### config.mk
export PLATFORM = sky130hd
export DESIGN_NAME = rmtb_step
export DESIGN_NICKNAME = d
export VERILOG_FILES = /design/src/design/rmtb_modred.sv /design/src/design/rmtb_step.sv
export SDC_FILE = /design/constraint.sdc
export NUM_CORES = 2
export LEC_CHECK = 0
export BUFFER_PORTS_ARGS = -buffer_cell sky130_fd_sc_hd__buf_4
export CAP_MARGIN = 20
export CORE_AREA = 3 3 420 422
export DETAILED_ROUTE_END_ITERATION = 10
export DIE_AREA = 0 0 423 425
export PLACE_DENSITY = 0.64
export SLEW_MARGIN = 20
export SYNTH_ARGS = -nofsm -noshare
export SYNTH_HDL_FRONTEND = slang
export SYNTH_SLANG_ARGS = --single-unit
### constraint.sdc
create_clock -name clk -period 37.8 [get_ports clk]
set_clock_uncertainty 0.05 [all_clocks]
set_input_delay 1.89 -clock clk [delete_from_list [all_inputs] [get_ports clk]]
set_output_delay 1.89 -clock clk [all_outputs]
set_load 0.01 [all_outputs]
### src/design/rmtb_modred.sv
// Pipelined restoring modular reduction, eight quotient bits per stage,
// several independent lanes in parallel. Depends on nothing.
`timescale 1ns / 1ps

module rmtb_modred #(
  parameter int XW = 16,
  parameter int N  = 1,
  parameter int MW = 16,
  parameter int PW = 1
) (
  input  logic          clk,
  input  logic          rst,
  input  logic          ce,
  input  logic          in_valid,
  input  logic [XW-1:0] x [N],
  input  logic [MW-1:0] m [N],
  input  logic [PW-1:0] in_pay,
  output logic          out_valid,
  output logic [MW-1:0] r [N],
  output logic [PW-1:0] out_pay
);

  localparam int SPS = 8;
  localparam int NS  = (XW + SPS - 1) / SPS;
  localparam int XP  = NS * SPS;

  logic [XP-1:0] xs  [NS][N];
  logic [MW:0]   rs  [NS][N];
  logic          v   [NS];
  logic [PW-1:0] pay [NS];

  logic [XP-1:0] xin [NS][N];
  logic [MW:0]   rin [NS][N];
  logic          vin [NS];
  logic [PW-1:0] pin [NS];

  function automatic logic [MW:0] steps(logic [MW:0] r0, logic [SPS-1:0] bits,
                                        logic [MW-1:0] mod);
    logic [MW:0] acc;
    acc = r0;
    for (int k = SPS - 1; k >= 0; k--) begin
      acc = {acc[MW-1:0], bits[k]};
      if (acc >= {1'b0, mod}) acc = acc - {1'b0, mod};
    end
    return acc;
  endfunction

  always_comb begin
    for (int s = 0; s < NS; s++) begin
      if (s == 0) begin
        vin[s] = in_valid;
        pin[s] = in_pay;
        for (int i = 0; i < N; i++) begin
          xin[s][i] = XP'(x[i]);
          rin[s][i] = '0;
        end
      end else begin
        vin[s] = v[s-1];
        pin[s] = pay[s-1];
        for (int i = 0; i < N; i++) begin
          xin[s][i] = xs[s-1][i];
          rin[s][i] = rs[s-1][i];
        end
      end
    end
  end

  always_ff @(posedge clk) begin
    for (int s = 0; s < NS; s++) begin
      if (rst) begin
        v[s] <= 1'b0;
      end else if (ce) begin
        v[s] <= vin[s];
      end
    end
  end

  always_ff @(posedge clk) begin
    if (ce) begin
      for (int s = 0; s < NS; s++) begin
        pay[s] <= pin[s];
        for (int i = 0; i < N; i++) begin
          xs[s][i] <= xin[s][i];
          rs[s][i] <= steps(rin[s][i], xin[s][i][XP-1-s*SPS -: SPS], m[i]);
        end
      end
    end
  end

  always_comb begin
    for (int i = 0; i < N; i++) begin
      r[i] = (m[i] == '0) ? '0 : rs[NS-1][i][MW-1:0];
    end
  end

  assign out_valid = v[NS-1];
  assign out_pay   = pay[NS-1];

endmodule

### src/design/rmtb_step.sv
// One mixed-radix step per lane: ((acc - digit) * inv) mod m, reduced first.
// Depends on rmtb_modred.
`timescale 1ns / 1ps

module rmtb_step #(
  parameter int MW = 16,
  parameter int N  = 1,
  parameter int PW = 1
) (
  input  logic          clk,
  input  logic          rst,
  input  logic          ce,
  input  logic          in_valid,
  input  logic [MW-1:0] acc   [N],
  input  logic [MW-1:0] digit [N],
  input  logic [MW-1:0] inv   [N],
  input  logic [MW-1:0] m     [N],
  input  logic [PW-1:0] in_pay,
  output logic          out_valid,
  output logic [MW-1:0] res   [N],
  output logic [PW-1:0] out_pay
);

  logic [MW-1:0]   rx   [3*N];
  logic [MW-1:0]   rm   [3*N];
  logic [MW-1:0]   rr   [3*N];
  logic            red_valid;
  logic [PW-1:0]   red_pay;

  logic [MW-1:0]   t_r    [N];
  logic [MW-1:0]   inv_r  [N];
  logic            sub_valid;
  logic [PW-1:0]   sub_pay;

  logic [2*MW-1:0] prod_r [N];
  logic            mul_valid;
  logic [PW-1:0]   mul_pay;

  logic [MW:0]     t_full [N];
  logic [MW-1:0]   t_sel  [N];

  always_comb begin
    for (int i = 0; i < N; i++) begin
      rx[3*i]     = acc[i];
      rx[3*i + 1] = digit[i];
      rx[3*i + 2] = inv[i];
      rm[3*i]     = m[i];
      rm[3*i + 1] = m[i];
      rm[3*i + 2] = m[i];
    end
  end

  rmtb_modred #(.XW(MW), .N(3*N), .MW(MW), .PW(PW)) u_red_in (
    .clk(clk), .rst(rst), .ce(ce),
    .in_valid(in_valid), .x(rx), .m(rm), .in_pay(in_pay),
    .out_valid(red_valid), .r(rr), .out_pay(red_pay)
  );

  always_comb begin
    for (int i = 0; i < N; i++) begin
      t_full[i] = {1'b0, rr[3*i]} + {1'b0, m[i]} - {1'b0, rr[3*i + 1]};
      if (t_full[i] >= {1'b0, m[i]}) begin
        t_sel[i] = MW'(t_full[i] - {1'b0, m[i]});
      end else begin
        t_sel[i] = t_full[i][MW-1:0];
      end
    end
  end

  always_ff @(posedge clk) begin
    if (rst) begin
      sub_valid <= 1'b0;
      mul_valid <= 1'b0;
    end else if (ce) begin
      sub_valid <= red_valid;
      mul_valid <= sub_valid;
    end
  end

  always_ff @(posedge clk) begin
    if (ce) begin
      sub_pay <= red_pay;
      mul_pay <= sub_pay;
      for (int i = 0; i < N; i++) begin
        t_r[i]    <= t_sel[i];
        inv_r[i]  <= rr[3*i + 2];
        prod_r[i] <= t_r[i] * inv_r[i];
      end
    end
  end

  rmtb_modred #(.XW(2*MW), .N(N), .MW(MW), .PW(PW)) u_red_prod (
    .clk(clk), .rst(rst), .ce(ce),
    .in_valid(mul_valid), .x(prod_r), .m(m), .in_pay(mul_pay),
    .out_valid(out_valid), .r(res), .out_pay(out_pay)
  );

endmodule

# --- After elaboration in Yosys (flattened, before gate mapping) ---
# Memory sizes are Yosys's and may differ from the RTL's. A register that Yosys moved wholly into a read port is not among the register bits.
# Index checks and enable logic that the tools add are counted.
op_classes:
  add_sub_neg: 83
  mul: 1
  magnitude_cmp: 81
  mux: 177
  bitwise_logic: 6
  n_reduce_logical: 1
ops:
  columns: ["op", "count"]
  rows:
  - ["16-bit 2-to-1 mux", 145]
  - ["17-bit by 16-bit >= comparator with 1-bit output", 77]
  - ["16-bit subtractor", 67]
  - ["17-bit 2-to-1 mux", 20]
  - ["17-bit by 16-bit subtractor with 17-bit output", 11]
  - ["1-bit by 16-bit >= comparator with 1-bit output", 4]
  - ["1-bit by 16-bit subtractor with 16-bit output", 4]
  - ["16-bit by 16-bit multiplier with 32-bit output", 1]
  - ["16-bit by 16-bit adder with 17-bit output", 1]
  - ["16-bit logical NOT", 1]
  - ["1-bit 2-to-1 mux", 12]
  - ["1-bit OR", 6]
word_totals:
  register_bits: 34
  mem_bits_rw: 438
  in_bits: 69
  out_inout_bits: 18
  word_cells: 362
  mem_count: 10
memory_table:
  columns: ["memory", "depth", "word_bits", "rd", "rd_clocked_by_memory_dff", "write_ports", "line_no", "source"]
  rows:
  - ["u_red_prod.xs", 4, 32, 3, 0, 4, "rmtb_modred.sv:27", "logic [XP-1:0] xs [NS][N];"]
  - ["u_red_in.rs", 2, 51, 2, 0, 2, "rmtb_modred.sv:28", "logic [MW:0] rs [NS][N];"]
  - ["u_red_in.xs", 2, 48, 1, 0, 2, "rmtb_modred.sv:27", null]
  - ["u_red_prod.rs", 4, 17, 4, 0, 4, "rmtb_modred.sv:28", null]
  - ["inv_r", 1, 16, 1, 0, 1, "rmtb_step.sv:31", "logic [MW-1:0] inv_r [N];"]
  - ["t_r", 1, 16, 1, 0, 1, "rmtb_step.sv:30", "logic [MW-1:0] t_r [N];"]
  - ["4 more memories", null, null, null, null, null, null, null]

# --- Logic depth before layout (Yosys ltp) ---
# An unclocked memory read counts as a cell.
depth:
  word_depth: 25
  ltp_mapped: 127
  mapped_depth_nobuf: 111

# --- Hierarchy ---
# Synthesis repeated with hierarchy kept, for this count alone.
unflattened:
  cells_unflattened: 11309
  area_unflattened_um2: 90239.0
modules_own_cells:
  columns: ["mod", "n_inst", "cells_each", "area_per_inst_um2", "seq_area_each_um2"]
  rows:
  - ["rmtb_modred (u_red_in)", 1, 5908, 45401.0, 3723.6]
  - ["rmtb_modred (u_red_prod)", 1, 4042, 31996.9, 3603.5]
  - ["rmtb_step", 1, 1359, 12841.1, 2021.9]

# --- Worst setup path after synthesis ---
# OpenSTA, ideal clock, no wires.
synth_timing:
  kind: "input port to flip-flop"
  from: "input m[1] in the netlist's numbering"
  to: "memory u_red_in.rs[1][10] in the netlist's numbering, data pin"
  setup_time_ps: 260
  arrival_ps: 31134
  required_ps: 37490
  slack_ps: 6356
  stages: 118
  path_buffers: 14
  cell_sequence: "buf_2 > inv_1 > buf_2 > clkbuf_1 > ha_1 > nor2b_1 > o31ai_2 > a21oi_1 > o41a_1 > o21ba_1 > clkbuf_1 > clkbuf_1 > clkbuf_1 > o21ai_0 > inv_1 > ha_1 > nor2b_1 > o31a_1 > [... 82 more ...] > ha_1 > nor2b_1 > o21ai_0 > a21boi_0 > o21ai_0 > a21boi_0 > o21ai_0 > a21boi_0 > o21ai_0 > a21oi_1 > o21a_1 > o21a_1 > o21ai_0 > nand2b_1 > a311o_1 > a211oi_4 > buf_4 > mux2_2"
synth_lines:
  columns: ["item", "line_no", "source"]
  rows:
  - ["start: declaration", "rmtb_step.sv:17", "input logic [MW-1:0] m [N],"]
  - ["end: declaration", "rmtb_modred.sv:28", null]

==> summary.txt <==
Outcome
  – Outcome: finished, final reports clean

Worst setup path
  – Crit path buffers/inverters: 9
  – CP Class: in -> reg
  – Startpoint Class: primary input
  – CP Data Arrival Time: 29.78 ns
  – Slowest-stage cell, CP: o21ai_0
  – Max stage delay on crit path: 0.93 ns
  – CP delay by family, top: compound AO/OA/AOI/OAI gates
  – Start of the worst register-to-register path: u_red_in.rs[0][34]
  – CP max FO: 48
  – CP Capture Type: flop
  – Worst Path Required: 38.13 ns
  – Crit path from: m[1]
  – Crit path top cell by count: o21ai_0

Yosys
  – Mux contribution to synthesized area: 9.60%
  – Sequential share of the synthesized area: 10.8%
  – Syn Area/Cell: 8.02 um^2
  – Gate Count Post-Synth: 10775
  – Adder-Cell Fraction of Synth Area: 26.3%
  – Cell area after synthesis: 0.0864 mm^2
  – Synth Flop Type: edfxtp_1
  – Yosys reg bits: 312
  – Largest family of logic cells by synthesized area: adder cells
  – Compound-gate portion of the synthesized area: 21.3%
  – Synth top area share: 19.7%
  – Syn nets: 12491
  – Synth cell types: 109
  – Asr flop ratio synth: 0%
  – Post-Synth Simple-Gate Area: 19.0%
  – XOR/XNOR Fraction of Synth Area: 8.25%
  – Number of synthesized flops with an enable pin: 310
  – Count of warnings emitted by yosys: 0
  – Yosys top cell by area: ha_1
  – Largest cells by area after synthesis: ha_1 20%, edfxtp_1 11%, mux2_2 7.8%

Clock network
  – Total setup buffers inserted after CTS: 0
  – CTS tree: yes
  – CTS Root Buffer Type: clkbuf_16
  – CTS buffer count: 44
  – CTS clock-pin slew for the worst setup and hold paths: 0.07 ns
  – H-tree levels: 2
  – Hold_buf cts: 0
  – Resized Gates After CTS: 0
  – Max Root-Sink Buffers: 3
  – CTS sink cnt: 312
  – Skew-Pair Late Insertion Delay: 0.65 ns

Timing
  – Setup TNS Final: 0 ns
  – Slew Viols, Final: 0
  – RSZ-0062 raised after global routing: no
  – Fin crit period: 29.45 ns
  – Slew of the pin with the lowest slew margin: 1.11 ns
  – Fin. Hold Viols: 0
  – Min Hold Slack: 0.349 ns
  – Final WS setup: 8.35 ns
  – Final setup vio count: 0
  – Worst rel slew slack: 26.1%
  – Max Freq: 34.0 MHz
  – Fin crit share: 77.9%

Drt
  – Wire per inst: 21.1 um
  – Pre-Repair DR Iteration Count: 5
  – Via count: 80928
  – Routed WL: 277 mm
  – Routed vias/inst: 6.15
  – DRT antenna net count: 0
  – DR DRC count: 0
  – DRT iter0 DRCs: 5801

GRT
  – Largest net degree at the start of global routing: 82
  – Vias in the first global route: 77765
  – GR Util All Layers: 29.8%
  – Initial antenna violation count: 4
  – First-pass GRT wire length: 433 mm
  – Total gr overflow: 0

Floorplan
  – Rows: 153
  – Total core area: 0.173 mm^2
  – Die Ht: 425 um
  – Initial Util: 49.8%
  – Die area: 0.180 mm^2
  – IO Count: 87
  – Die width: 423 um

Placed design
  – Post-DP HPWL: 216 mm
  – Dpl cells: 13070
  – IO Port Bufs: 86
  – Global placement routability congestion: 0.952
  – Pre-CTS WS: 8.18 ns

Job
  – Maxcap violations: 0

Layout
  – P&R area growth vs syn: 5.84%
  – Nets: 12508
  – Layout Cells excl Fill: 13153
  – Ant. Diodes: 0
  – Share of cells above drive strength 1: 9.31%

Min path
  – Worst Hold Class: reg -> reg
  – Worst hold path startpoint: u_red_prod.xs[1][5]
## cell usage after synthesis, types with 161 or more instances
cell         n
nor3_1     251
fa_1       287
nand3_1    161
ha_1      1360
o21ai_0    635
a21oi_1    798
edfxtp_1   310
nor2_1     851
nor2b_1    218
inv_1      846
a21o_1     275
nand4_1    247
nand2_1    895
o21a_1     209
and2_1     202
xor2_1     258
mux2_2     600
xnor2_1    556
## flip-flops by register name (all words and copies together), names as in the netlist
name	cells
sub_valid	1
u_red_in.pay	2
mul_pay	1
u_red_prod.pay	4
u_red_in.v	2
u_red_prod.xs	48
u_red_prod.v	4
t_r	16
u_red_in.xs	24
u_red_prod.rs	64
mul_valid	1
sub_pay	1
inv_r	16
u_red_in.rs	96
prod_r	32
## placed cells by master, fill, tap and decap left out, types with 275 or more instances in the layout
cell	Yosys	layout
inv_1	846	831
nand2_1	895	895
xnor2_1	556	556
a21o_1	275	275
fa_1	287	287
nor2_1	851	851
mux2_2	600	600
edfxtp_1	310	310
ha_1	1360	1360
a21oi_1	798	796
o21ai_0	635	635
## cell type report
| cell class | count | area, um^2 |
|---|---|---|
| Clock buffer | 44 | 1100 |
| Sequential cell | 312 | 9350 |
| Inverter | 846 | 3250 |
| Multi-Input combinational cell | 9409 | 73000 |
| Fill cell | 16486 | 81900 |
| Clock inverter | 38 | 454 |
| Tap cell | 2325 | 2910 |
| Timing Repair Buffer | 179 | 1380 |
## per-layer routing
layer / GRT usage [%] / wire length, um / vias to the layer above
li1: - / - / 39386
met1: 42.0 / 130000 / 38706
met2: 47.2 / 120000 / 2361
met3: 3.16 / 16200 / 475
met4: 10.5 / 10900 / 0
met5: 0 / 0 / -
## per-stage QoR
step	utilization, %	area, um^2
6_report	52.8	91500
5_1_grt	52.8	91500
4_1_cts	52.7	91500
3_5_place_dp	51.8	89900
3_3_place_gp	51.8	89900
2_1_floorplan	-	86400
## kinds of logic after synthesis
kind of cell	after synthesis
muxes	744
DFF	312
xor gates and xnor gates	814
adders and majority gates	1647
AOI/OAI and AO/OA	2835
and+or+nand+nor	3369
buffers and inverters	1054
## worst paths after layout
check	slack, ns	cells after the start	endpoint
max reg2reg	9.75	102	u_red_in.rs[1][42]
max	8.35	104	u_red_in.rs[1][42]
min	0.35	0	u_red_prod.xs[2][5]
min reg2reg	0.35	0	u_red_prod.xs[2][5]
Power is left out: the tool's default activity adds up to more than one toggle a clock period on the data nets, which glitch-free logic cannot reach.
